**src/rtl/core/tod_pkg.sv**
```systemverilog
// Shared types and constants for the tilt orientation debouncer.
package tod_pkg;

  localparam int unsigned CFG_W     = 16;
  localparam int unsigned CFG_IDX_W = 3;

  localparam logic [CFG_IDX_W-1:0] CFG_IDX_ENABLED          = 3'd0;
  localparam logic [CFG_IDX_W-1:0] CFG_IDX_MIN_GRAVITY      = 3'd1;
  localparam logic [CFG_IDX_W-1:0] CFG_IDX_DOMINANCE_MARGIN = 3'd2;
  localparam logic [CFG_IDX_W-1:0] CFG_IDX_POLL_INTERVAL_MS = 3'd3;
  localparam logic [CFG_IDX_W-1:0] CFG_IDX_SETTLE_MS        = 3'd4;

  localparam logic [CFG_W-1:0] MIN_GRAVITY_RST      = 16'd10158;
  localparam logic [CFG_W-1:0] DOMINANCE_MARGIN_RST = 16'd1966;
  localparam logic [CFG_W-1:0] POLL_INTERVAL_RST    = 16'd100;
  localparam logic [CFG_W-1:0] SETTLE_RST           = 16'd500;

  typedef enum logic [1:0] {
    ROT_POS_X = 2'd0,
    ROT_POS_Y = 2'd1,
    ROT_NEG_X = 2'd2,
    ROT_NEG_Y = 2'd3
  } rot_e;

  typedef struct packed {
    logic             enabled;
    logic [CFG_W-1:0] min_gravity;
    logic [CFG_W-1:0] dominance_margin;
    logic [CFG_W-1:0] poll_interval_ms;
    logic [CFG_W-1:0] settle_ms;
  } cfg_t;

  typedef struct packed {
    logic sample_valid;
    logic accept;
    rot_e rot;
  } cls_t;

endpackage

```
**src/rtl/core/tilt_orientation_debouncer_unit.sv**
```systemverilog
// Top level of the tilt orientation debouncer.
//
//   channel | handshake                  | payload
//   in      | in_valid_i / in_ready_o    | time_ms_i, sample_valid_i, accel_x_i, accel_y_i
//   out     | out_valid_o / out_ready_i  | rotation_changed_o, rotation_o
//   cfg     | cfg_we_i                   | cfg_index_i, cfg_wdata_i
//
// One request per cycle sustained while the output is not stalled.
// The classifier writes a two-entry queue; the debouncer drains one entry per cycle
// into the result register whenever that register is empty or being taken.
// Reset clears the debounce state and loads the register defaults.
// A stalled output holds the debouncer; the queue then fills and drops in_ready_o.
module tilt_orientation_debouncer_unit import tod_pkg::*; #(
  parameter int unsigned SAMPLE_BITS = 16,
  parameter int unsigned TIME_BITS   = 32
) (
  input  logic                   clk_i,
  input  logic                   rst_ni,
  input  logic                   cfg_we_i,
  input  logic [CFG_IDX_W-1:0]   cfg_index_i,
  input  logic [CFG_W-1:0]       cfg_wdata_i,
  input  logic                   in_valid_i,
  output logic                   in_ready_o,
  input  logic [TIME_BITS-1:0]   time_ms_i,
  input  logic                   sample_valid_i,
  input  logic [SAMPLE_BITS-1:0] accel_x_i,
  input  logic [SAMPLE_BITS-1:0] accel_y_i,
  output logic                   out_valid_o,
  input  logic                   out_ready_i,
  output logic                   rotation_changed_o,
  output logic [1:0]             rotation_o
);

  localparam int unsigned CLS_W   = $bits(cls_t);
  localparam int unsigned ENTRY_W = TIME_BITS + CLS_W;

  cfg_t                 cfg_q;
  cls_t                 front_cls, back_cls;
  logic                 q_push, q_full, q_pop, q_empty;
  logic [ENTRY_W-1:0]   q_wdata, q_rdata;
  logic [TIME_BITS-1:0] back_time;
  rot_e                 rot;

  always_ff @(posedge clk_i or negedge rst_ni) begin
    if (!rst_ni) begin
      cfg_q.enabled          <= 1'b0;
      cfg_q.min_gravity      <= MIN_GRAVITY_RST;
      cfg_q.dominance_margin <= DOMINANCE_MARGIN_RST;
      cfg_q.poll_interval_ms <= POLL_INTERVAL_RST;
      cfg_q.settle_ms        <= SETTLE_RST;
    end else if (cfg_we_i) begin
      unique case (cfg_index_i)
        CFG_IDX_ENABLED:          cfg_q.enabled          <= cfg_wdata_i[0];
        CFG_IDX_MIN_GRAVITY:      cfg_q.min_gravity      <= cfg_wdata_i;
        CFG_IDX_DOMINANCE_MARGIN: cfg_q.dominance_margin <= cfg_wdata_i;
        CFG_IDX_POLL_INTERVAL_MS: cfg_q.poll_interval_ms <= cfg_wdata_i;
        CFG_IDX_SETTLE_MS:        cfg_q.settle_ms        <= cfg_wdata_i;
        default: ;
      endcase
    end
  end

  tod_front #(
    .SAMPLE_BITS(SAMPLE_BITS)
  ) u_front (
    .in_valid_i    (in_valid_i),
    .in_ready_o    (in_ready_o),
    .sample_valid_i(sample_valid_i),
    .accel_x_i     (accel_x_i),
    .accel_y_i     (accel_y_i),
    .cfg_i         (cfg_q),
    .q_full_i      (q_full),
    .q_push_o      (q_push),
    .cls_o         (front_cls)
  );

  assign q_wdata = {time_ms_i, front_cls};

  tod_queue #(
    .DATA_W(ENTRY_W)
  ) u_queue (
    .clk_i  (clk_i),
    .rst_ni (rst_ni),
    .push_i (q_push),
    .data_i (q_wdata),
    .full_o (q_full),
    .pop_i  (q_pop),
    .empty_o(q_empty),
    .data_o (q_rdata)
  );

  assign back_time = q_rdata[ENTRY_W-1 -: TIME_BITS];
  assign back_cls  = cls_t'(q_rdata[CLS_W-1:0]);

  tod_back #(
    .TIME_BITS(TIME_BITS)
  ) u_back (
    .clk_i      (clk_i),
    .rst_ni     (rst_ni),
    .cfg_i      (cfg_q),
    .q_empty_i  (q_empty),
    .time_i     (back_time),
    .cls_i      (back_cls),
    .q_pop_o    (q_pop),
    .out_valid_o(out_valid_o),
    .out_ready_i(out_ready_i),
    .changed_o  (rotation_changed_o),
    .rotation_o (rot)
  );

  assign rotation_o = 2'(rot);

endmodule

```
**src/rtl/core/tod_front.sv**
```systemverilog
// Front end: request intake and dominant-axis classification.
module tod_front import tod_pkg::*; #(
  parameter int unsigned SAMPLE_BITS = 16
) (
  input  logic                   in_valid_i,
  output logic                   in_ready_o,
  input  logic                   sample_valid_i,
  input  logic [SAMPLE_BITS-1:0] accel_x_i,
  input  logic [SAMPLE_BITS-1:0] accel_y_i,
  input  cfg_t                   cfg_i,
  input  logic                   q_full_i,
  output logic                   q_push_o,
  output cls_t                   cls_o
);

  localparam int unsigned MAG_W = (SAMPLE_BITS > CFG_W) ? SAMPLE_BITS : CFG_W;

  logic                   x_neg, y_neg, x_gt;
  logic [SAMPLE_BITS-1:0] ax, ay, dom, sec, diff;

  assign x_neg = accel_x_i[SAMPLE_BITS-1];
  assign y_neg = accel_y_i[SAMPLE_BITS-1];
  assign ax    = x_neg ? (~accel_x_i + 1'b1) : accel_x_i;
  assign ay    = y_neg ? (~accel_y_i + 1'b1) : accel_y_i;
  assign x_gt  = ax > ay;
  assign dom   = x_gt ? ax : ay;
  assign sec   = x_gt ? ay : ax;
  assign diff  = dom - sec;

  always_comb begin
    cls_o.sample_valid = sample_valid_i;
    cls_o.accept = (MAG_W'(dom) >= MAG_W'(cfg_i.min_gravity)) &&
                   (MAG_W'(diff) >= MAG_W'(cfg_i.dominance_margin));
    if (x_gt) begin
      cls_o.rot = x_neg ? ROT_NEG_X : ROT_POS_X;
    end else begin
      cls_o.rot = (!y_neg && (ay != '0)) ? ROT_POS_Y : ROT_NEG_Y;
    end
  end

  assign in_ready_o = !q_full_i;
  assign q_push_o   = in_valid_i && !q_full_i;

endmodule

```
**src/rtl/core/tod_queue.sv**
```systemverilog
// Two-entry queue between the classifier and the debouncer.
module tod_queue #(
  parameter int unsigned DATA_W = 1
) (
  input  logic              clk_i,
  input  logic              rst_ni,
  input  logic              push_i,
  input  logic [DATA_W-1:0] data_i,
  output logic              full_o,
  input  logic              pop_i,
  output logic              empty_o,
  output logic [DATA_W-1:0] data_o
);

  localparam int unsigned DEPTH = 2;
  localparam int unsigned PTR_W = $clog2(DEPTH);
  localparam int unsigned CNT_W = $clog2(DEPTH + 1);

  logic [DATA_W-1:0] mem_q [DEPTH];
  logic [PTR_W-1:0]  wr_ptr_q, rd_ptr_q;
  logic [CNT_W-1:0]  count_q;

  assign full_o  = count_q == CNT_W'(DEPTH);
  assign empty_o = count_q == '0;
  assign data_o  = mem_q[rd_ptr_q];

  always_ff @(posedge clk_i) begin
    if (push_i) begin
      mem_q[wr_ptr_q] <= data_i;
    end
  end

  always_ff @(posedge clk_i or negedge rst_ni) begin
    if (!rst_ni) begin
      wr_ptr_q <= '0;
      rd_ptr_q <= '0;
      count_q  <= '0;
    end else begin
      if (push_i) begin
        wr_ptr_q <= (wr_ptr_q == PTR_W'(DEPTH - 1)) ? '0 : wr_ptr_q + 1'b1;
      end
      if (pop_i) begin
        rd_ptr_q <= (rd_ptr_q == PTR_W'(DEPTH - 1)) ? '0 : rd_ptr_q + 1'b1;
      end
      if (push_i && !pop_i) begin
        count_q <= count_q + 1'b1;
      end else if (pop_i && !push_i) begin
        count_q <= count_q - 1'b1;
      end
    end
  end

endmodule

```
**src/rtl/core/tod_back.sv**
```systemverilog
// Back end: rate gate, debounce state and result register.
module tod_back import tod_pkg::*; #(
  parameter int unsigned TIME_BITS = 32
) (
  input  logic                 clk_i,
  input  logic                 rst_ni,
  input  cfg_t                 cfg_i,
  input  logic                 q_empty_i,
  input  logic [TIME_BITS-1:0] time_i,
  input  cls_t                 cls_i,
  output logic                 q_pop_o,
  output logic                 out_valid_o,
  input  logic                 out_ready_i,
  output logic                 changed_o,
  output rot_e                 rotation_o
);

  rot_e                 cur_q, cur_d, pend_q, pend_d;
  logic                 pv_q, pv_d;
  logic [TIME_BITS-1:0] since_q, since_d, nst_q, nst_d;
  logic                 out_valid_q, out_valid_d, changed_q, changed_d;
  logic [TIME_BITS-1:0] elapsed, held;
  logic                 gate, chg;

  assign q_pop_o = !q_empty_i && (!out_valid_q || out_ready_i);
  assign elapsed = time_i - nst_q;
  assign held    = time_i - since_q;
  assign gate    = cfg_i.enabled && !elapsed[TIME_BITS-1];

  always_comb begin
    cur_d   = cur_q;
    pend_d  = pend_q;
    pv_d    = pv_q;
    since_d = since_q;
    nst_d   = nst_q;
    chg     = 1'b0;
    if (q_pop_o && gate) begin
      nst_d = time_i + TIME_BITS'(cfg_i.poll_interval_ms);
      if (cls_i.sample_valid) begin
        if (!cls_i.accept) begin
          pv_d = 1'b0;
        end else if (!pv_q || (cls_i.rot != pend_q)) begin
          pend_d  = cls_i.rot;
          since_d = time_i;
          pv_d    = 1'b1;
        end else if ((pend_q != cur_q) && (held >= TIME_BITS'(cfg_i.settle_ms))) begin
          cur_d = pend_q;
          chg   = 1'b1;
        end
      end
    end
    out_valid_d = out_valid_q;
    changed_d   = changed_q;
    if (q_pop_o) begin
      out_valid_d = 1'b1;
      changed_d   = chg;
    end else if (out_ready_i) begin
      out_valid_d = 1'b0;
    end
  end

  always_ff @(posedge clk_i or negedge rst_ni) begin
    if (!rst_ni) begin
      cur_q       <= ROT_POS_X;
      pend_q      <= ROT_POS_X;
      pv_q        <= 1'b0;
      since_q     <= '0;
      nst_q       <= '0;
      out_valid_q <= 1'b0;
      changed_q   <= 1'b0;
    end else begin
      cur_q       <= cur_d;
      pend_q      <= pend_d;
      pv_q        <= pv_d;
      since_q     <= since_d;
      nst_q       <= nst_d;
      out_valid_q <= out_valid_d;
      changed_q   <= changed_d;
    end
  end

  assign out_valid_o = out_valid_q;
  assign changed_o   = changed_q;
  assign rotation_o  = cur_q;

endmodule

```
**config.mk**
```make
export PLATFORM = sky130hd
export DESIGN_NAME = tilt_orientation_debouncer_unit
export DESIGN_NICKNAME = d
export VERILOG_FILES = /design/src/rtl/core/tod_pkg.sv /design/src/rtl/core/tilt_orientation_debouncer_unit.sv /design/src/rtl/core/tod_front.sv /design/src/rtl/core/tod_queue.sv /design/src/rtl/core/tod_back.sv
export SDC_FILE = /design/constraint.sdc
export NUM_CORES = 1
export LEC_CHECK = 0
export BUFFER_PORTS_ARGS = -buffer_cell sky130_fd_sc_hd__clkbuf_2
export CAP_MARGIN = 20
export CORE_UTILIZATION = 50
export CTS_CLUSTER_DIAMETER = 40
export DETAILED_ROUTE_END_ITERATION = 16
export PLACE_DENSITY = 0.73
export SLEW_MARGIN = 5
export SYNTH_ARGS = -nofsm -noshare
export SYNTH_HDL_FRONTEND = slang
export SYNTH_SLANG_ARGS = --single-unit
```
**constraint.sdc**
```tcl
create_clock -name clk_i -period 11 [get_ports clk_i]
set_input_delay 2.2 -clock clk_i [delete_from_list [all_inputs] [get_ports clk_i]]
set_output_delay 2.2 -clock clk_i [all_outputs]
set_load 0.1 [all_outputs]
```
Yosys cells after proc, flatten, opt, wreduce, memory -nomap -nowiden --
Memory sizes are Yosys's and may differ from the RTL's. Cells that the tools add are included.
Word-level totals: bits in registers 140, memory bits (writable) 72, bits of input ports 89, output and inout port bits 5, word-level logic and storage cells 95, memories kept 1
Memories:
- u_queue.mem_q | depth 2, width 36, read ports 1, clocked after memory_dff 0, wr ports 1, RTL line tod_queue.sv:19 | logic [DATA_W-1:0] mem_q [DEPTH];
Cells by class: add/subtract/negate cells 10, $lt $le $gt $ge 4, eq/ne operators 8, multiplexer cells 22, bitwise logic cells 3, reductions and logical operators 32
Operator list (number):
- two-way mux 16 bit | 4
- subtractor 32 bit | 2
- adder 16 x 1 -> 16 bit (second input constant) | 2
- adder 32 x 16 -> 32 bit | 1
- >= comparator 16 bit | 2
- >= comparator 32 x 16 -> 1 bit | 1
- NOT 16 bit | 2
- > comparator 16 bit | 1
- nonzero test 16 bit | 1
- subtractor 16 bit | 1
- two-way mux 1 bit | 13
- two-way mux 2 bit | 5
- AND reduction 2 bit | 5
- logical AND 1 bit | 9
- logical NOT 1 bit | 8
- equality test 3 x 2 -> 1 bit (second input constant) | 2
- AND reduction 5 bit | 1
- != test 2 bit | 2
- AND reduction 4 bit | 1
- nonzero test 2 bit | 2
- equality test 3 x 1 -> 1 bit (second input constant) | 1
- equality test 3 bit (second input constant) | 1
- logical NOT 3 bit | 1
- AND reduction 3 bit | 1
- 8 further kinds | 10

Logic depth before layout (Yosys ltp) --
An unclocked memory read counts as a cell.
depth after elaboration 9, gate-level depth with buffers 32, depth with buffers taken out 31

Hierarchy --
From an unflattened synthesis, not the netlist that was laid out.
Second synthesis, totals: cells, all modules 1515, area, all modules 15468.6 sq um
Modules (own cells, without submodules):
- tod_back | times used 1, cells each 812, area an instance 6924.1 sq um
- tod_front | times used 1, cells each 433, area an instance 2945.3 sq um
- tod_queue | times used 1, cells each 128, area an instance 2934.1 sq um
- tilt_orientation_debouncer_unit | times used 1, cells each 142, area an instance 2665.1 sq um

Worst setup path before layout --
OpenSTA, ideal clock, no wires.
path kind input port to flip-flop, start point in accel_y_i[7], end point mem u_queue.mem_q[0][2] (netlist bit) (data pin), library setup time 0.264 ns, data arrival time 8.223 ns, data required time 10.736 ns, slack 2.512 ns, cell stages on the path 28, path buffers 2, cell sequence or4_4 -> or4_1 -> or4_1 -> ha_1 -> and4_1 -> and2_1 -> and3_1 -> a21boi_0 -> nand2_4 -> a21oi_4 -> clkbuf_1 -> clkbuf_1 -> nor2_1 -> a21oi_1 -> ha_1 -> nand2b_1 -> a21o_1 -> a21o_1 -> a21o_1 -> a21o_1 -> a21o_1 -> a21oi_1 -> nor2b_1 -> o21ai_0 -> a21oi_1 -> o21ai_0 -> a21oi_1 -> o311a_1
RTL lines:
- from (decl) | RTL line tilt_orientation_debouncer_unit.sv:27 | input logic [SAMPLE_BITS-1:0] accel_y_i,
- to (decl) | RTL line tod_queue.sv:19

==> impl_metrics.tcl <==
set metrics [dict create \
    status "complete, no violations" \
    power_density_mw_per_mm2 296 \
    r2r-start "u_queue.rd_ptr_q" \
    rsz0062_at_grt "false" \
    p_clk_frac 0.212 \
    crit_top_cell "a21o_1" \
    p_int_mw 2.90 \
    num_vias 10900 \
    io_buffers 93 \
    ios 94 \
    cts_resized 0 \
    cp-end-kind "register" \
    r2r_cells 26 \
    synth_top_area_frac 0.197 \
    die_w_um 172 \
    drt_iter0_markers 533 \
    hold_start "u_back.pv_q" \
    vias_per_cell 5.52 \
    place_congestion 0.917 \
    core_area_mm2 0.0282 \
    netlist_instances 1468 \
    post-cts-setup-buffers 0 \
    track_usage 0.234 \
    power_mw 4.88 \
    finalMaxSlewViolations 0 \
    seqCellArea_mm2 0.00570 \
    worst-setup-path-type "in -> reg" \
    die_area_mm2 0.0297 \
    synth_area_leaders "dfrtp_1, edfxtp_1, ha_1, mux2_2, dfstp_2" \
    crit_required_ns 11.28 \
    ys_types 85 \
    multiInputGateArea_mm2 0.00809 \
    crit_path_start_kind "input pin" \
    cp_num_buf_inv 3 \
    clk_pin_slew_worst_paths_ns 0.06 \
    clockBufferDepth 3 \
    routed_wl_um 33500 \
    hold_violations 0 \
    numCtsBuffers 29 \
    slowest_delay_ns 0.57 \
    drc_errors 0 \
    swShare 0.406 \
    hp-class "reg -> reg" \
    worstHoldEndpoint "u_back.pv_q" \
    fin_crit_sh 0.776 \
    seqPwrFrac 0.243 \
    cp_max_fo 24 \
    hold_buffers 0 \
    finalClockSkew_ns 0.00909 \
    cts.sinks 212 \
    cts_tree "built" \
    grt_pass1_vias 11100 \
    layout-drive-gt1-share 0.181 \
    num_rows 61 \
    fin_area_mm2 0.0165 \
    crit_arrival_ns 8.82 \
    min_path_cells 1 \
    drtPass1Iterations 5 \
    ys.flop_type "dfrtp_1" \
    relSlewSlack 0.291 \
    synth_edf_count 72 \
    num-fill-cells 2387 \
    max_cap_violations 0 \
    ir_drop_mv 0.167 \
    tightest_slew_ns 1.06 \
    whs_ns 0.491 \
    initial_core_util 0.515 \
    pwr-share-comb 0.545 \
    hpwl_um 24900 \
    placed_area_mm2 0.0154 \
    syn_area_per_cell_um2 9.87 \
    p_leak_nw 7.50 \
    slowest_stage "or4b_1" \
    r2r_slack_ns 3.96 \
    antenna_found_initial 0 \
    wire_per_inst_um 17.0 \
    final_nets 1802 \
    clk_latency_ns 0.54 \
    switching_power_mw 1.98 \
    n_antenna_cell 0 \
    grt_max_degree 76 \
    setup_viol 0 \
    final_util 0.585 \
    syn_area_mm2 0.0145 \
    root_buffer "clkbuf_16" \
    ctsHtreeMaxLevel 1 \
    ant_nets 0 \
    finalCriticalPeriod_ns 8.53 \
    die_h_um 172 \
    yosysWarningCount 0 \
    yosys.area.top_type "dfrtp_1" \
    r2r-end "u_back.rotation_o[0]" \
    area_delta_synth_final_pct 13.6 \
    overflow 0 \
    cp_top_family "compound AO/OA/AOI/OAI gates" \
    synthArstFlopShare 0.660 \
    synth_seq_area_share 0.393 \
    fin_setup_tns_ns 0 \
    fmax_ghz 0.117 \
    syn_nets 1703 \
    synth_seq_cells 212 \
    grt_pass1_wl_um 55300 \
]
synth_stat cells (all sizes together) (14+ instances only):
| library cell | instances |
|---|---|
| a21o | 43 |
| a21oi | 67 |
| clkbuf | 29 |
| dfrtp | 114 |
| dfstp | 26 |
| edfxtp | 72 |
| ha | 144 |
| inv | 153 |
| mux2 | 80 |
| mux2i | 41 |
| nand2 | 143 |
| nand2b | 19 |
| nand3 | 24 |
| nor2 | 83 |
| nor3 | 18 |
| o21a | 15 |
| o21ai | 105 |
| o31ai | 14 |
| or3 | 14 |
| xnor2 | 59 |
| xor2 | 40 |
logic make-up after synthesis:
family                     Yosys count  share of synthesized area
AOI/OAI and AO/OA                  327                      0.150
xor gates and xnor gates            99                     0.0629
adders and majority gates          148                      0.129
buffers and inverters              187                     0.0495
DFF                                212                      0.393
muxes                              121                     0.0913
and+or+nand+nor                    374                      0.124
layout make-up:
type                            instances  area share
Multi-Input combinational cell       1069       0.491
Sequential cell                       212       0.346
Clock buffer                           36      0.0482
Inverter                              153      0.0350
Timing Repair Buffer                  102      0.0332
Tap cell                              378      0.0287
Clock inverter                         18      0.0175
power by group through the flow:
stage	sequential (mW)	combinational (mW)	clock, mW
global placement	1.18	2.55	0
global route	1.21	2.96	1.09
detailed placement	1.20	2.62	0
CTS	1.18	2.65	1.05
finish	1.18	2.66	1.03
floorplan	1.18	2.01	0
cells in the final DEF (no fill, tap or decap), types with 5 or more instances in the layout:
cell	instances
a211o_1	9
a211oi_1	7
a21boi_0	7
a21o_1	43
a21oi_1	64
a31oi_1	5
and2_1	10
and3_1	9
buf_4	8
bufinv_16	7
clkbuf_16	30
clkbuf_2	92
dfrtp_1	113
dfstp_2	26
edfxtp_1	72
ha_1	144
inv_1	152
mux2_2	76
mux2i_1	40
nand2_1	142
nand2b_1	19
nand3_1	24
nand4_1	12
nor2_1	82
nor2b_1	13
nor3_1	18
nor4_1	6
o211ai_1	6
o21a_1	15
o21ai_0	103
o21bai_1	8
o31ai_1	12
or3_1	13
or4_1	5
xnor2_1	58
xor2_1	38
worst max-delay path by stage:
stage,startpoint,endpoint,slack [ns],depth (start not counted)
after global routing,accel_x_i[0],u_queue.mem_q[0][2],2.01,32
after CTS,accel_x_i[0],u_queue.mem_q[1][2],2.51,32
after global placement,accel_y_i[0],u_queue.mem_q[0][2],2.13,31
after floorplan,accel_y_i[7],u_queue.mem_q[0][2],2.51,28
after detailed placement,accel_x_i[0],u_queue.mem_q[0][2],1.96,32
final,accel_x_i[0],u_queue.mem_q[0][2],2.47,32
metrics by stage:
step | setup slack (ns) | cells
finish | 2.47 | 1968
global route | 2.01 | 1968
CTS | 2.51 | 1967
detailed placement | 1.96 | 1913
global placement | 2.13 | 1913
floorplan | 2.51 | 1468
per-layer routing:
metal  vias up  part of all wire  global-route usage  wire length, um
li1       5407                 -                   -                -
met1      5200              0.46               0.306            15500
met5         -                 0                   0                0
met3        55             0.034              0.0238             1140
met4         0             0.028              0.0762              946
met2       205              0.48               0.405            16000
worst reg2reg max path: stages (launching register included):
cell,delay [ns]
dfrtp_2,0.60
buf_4,0.42
mux2i_1,0.42
ha_1,0.25
inv_1,0.06
fa_1,0.41
a21o_1,0.19
a21oi_1,0.24
o21bai_1,0.13
a2111oi_1,0.72
a21o_1,0.23
nor2b_1,0.05
o21ai_0,0.14
nand2b_1,0.09
xor2_1,0.16
ha_1,0.20
a21oi_1,0.12
nor2b_1,0.05
o21ai_0,0.25
o2111ai_1,0.15
nor4_1,0.24
o211ai_1,0.14
nor4_1,0.40
nand4_1,0.16
nor4_1,0.48
or4b_1,0.27
mux2_2,0.35
sequential cells by signal (all words and copies together) (netlist names):
signal and count:
u_back.nst_q 32, u_queue.rd_ptr_q 1, u_queue.count_q 2, cfg_q 65, u_back.pv_q 1, u_back.out_valid_o 1
u_back.changed_o 1, u_back.rotation_o 2, u_queue.wr_ptr_q 1, u_queue.mem_q 72, u_back.since_q 32, u_back.pend_q 2
(Power assumes the default switching activity.)
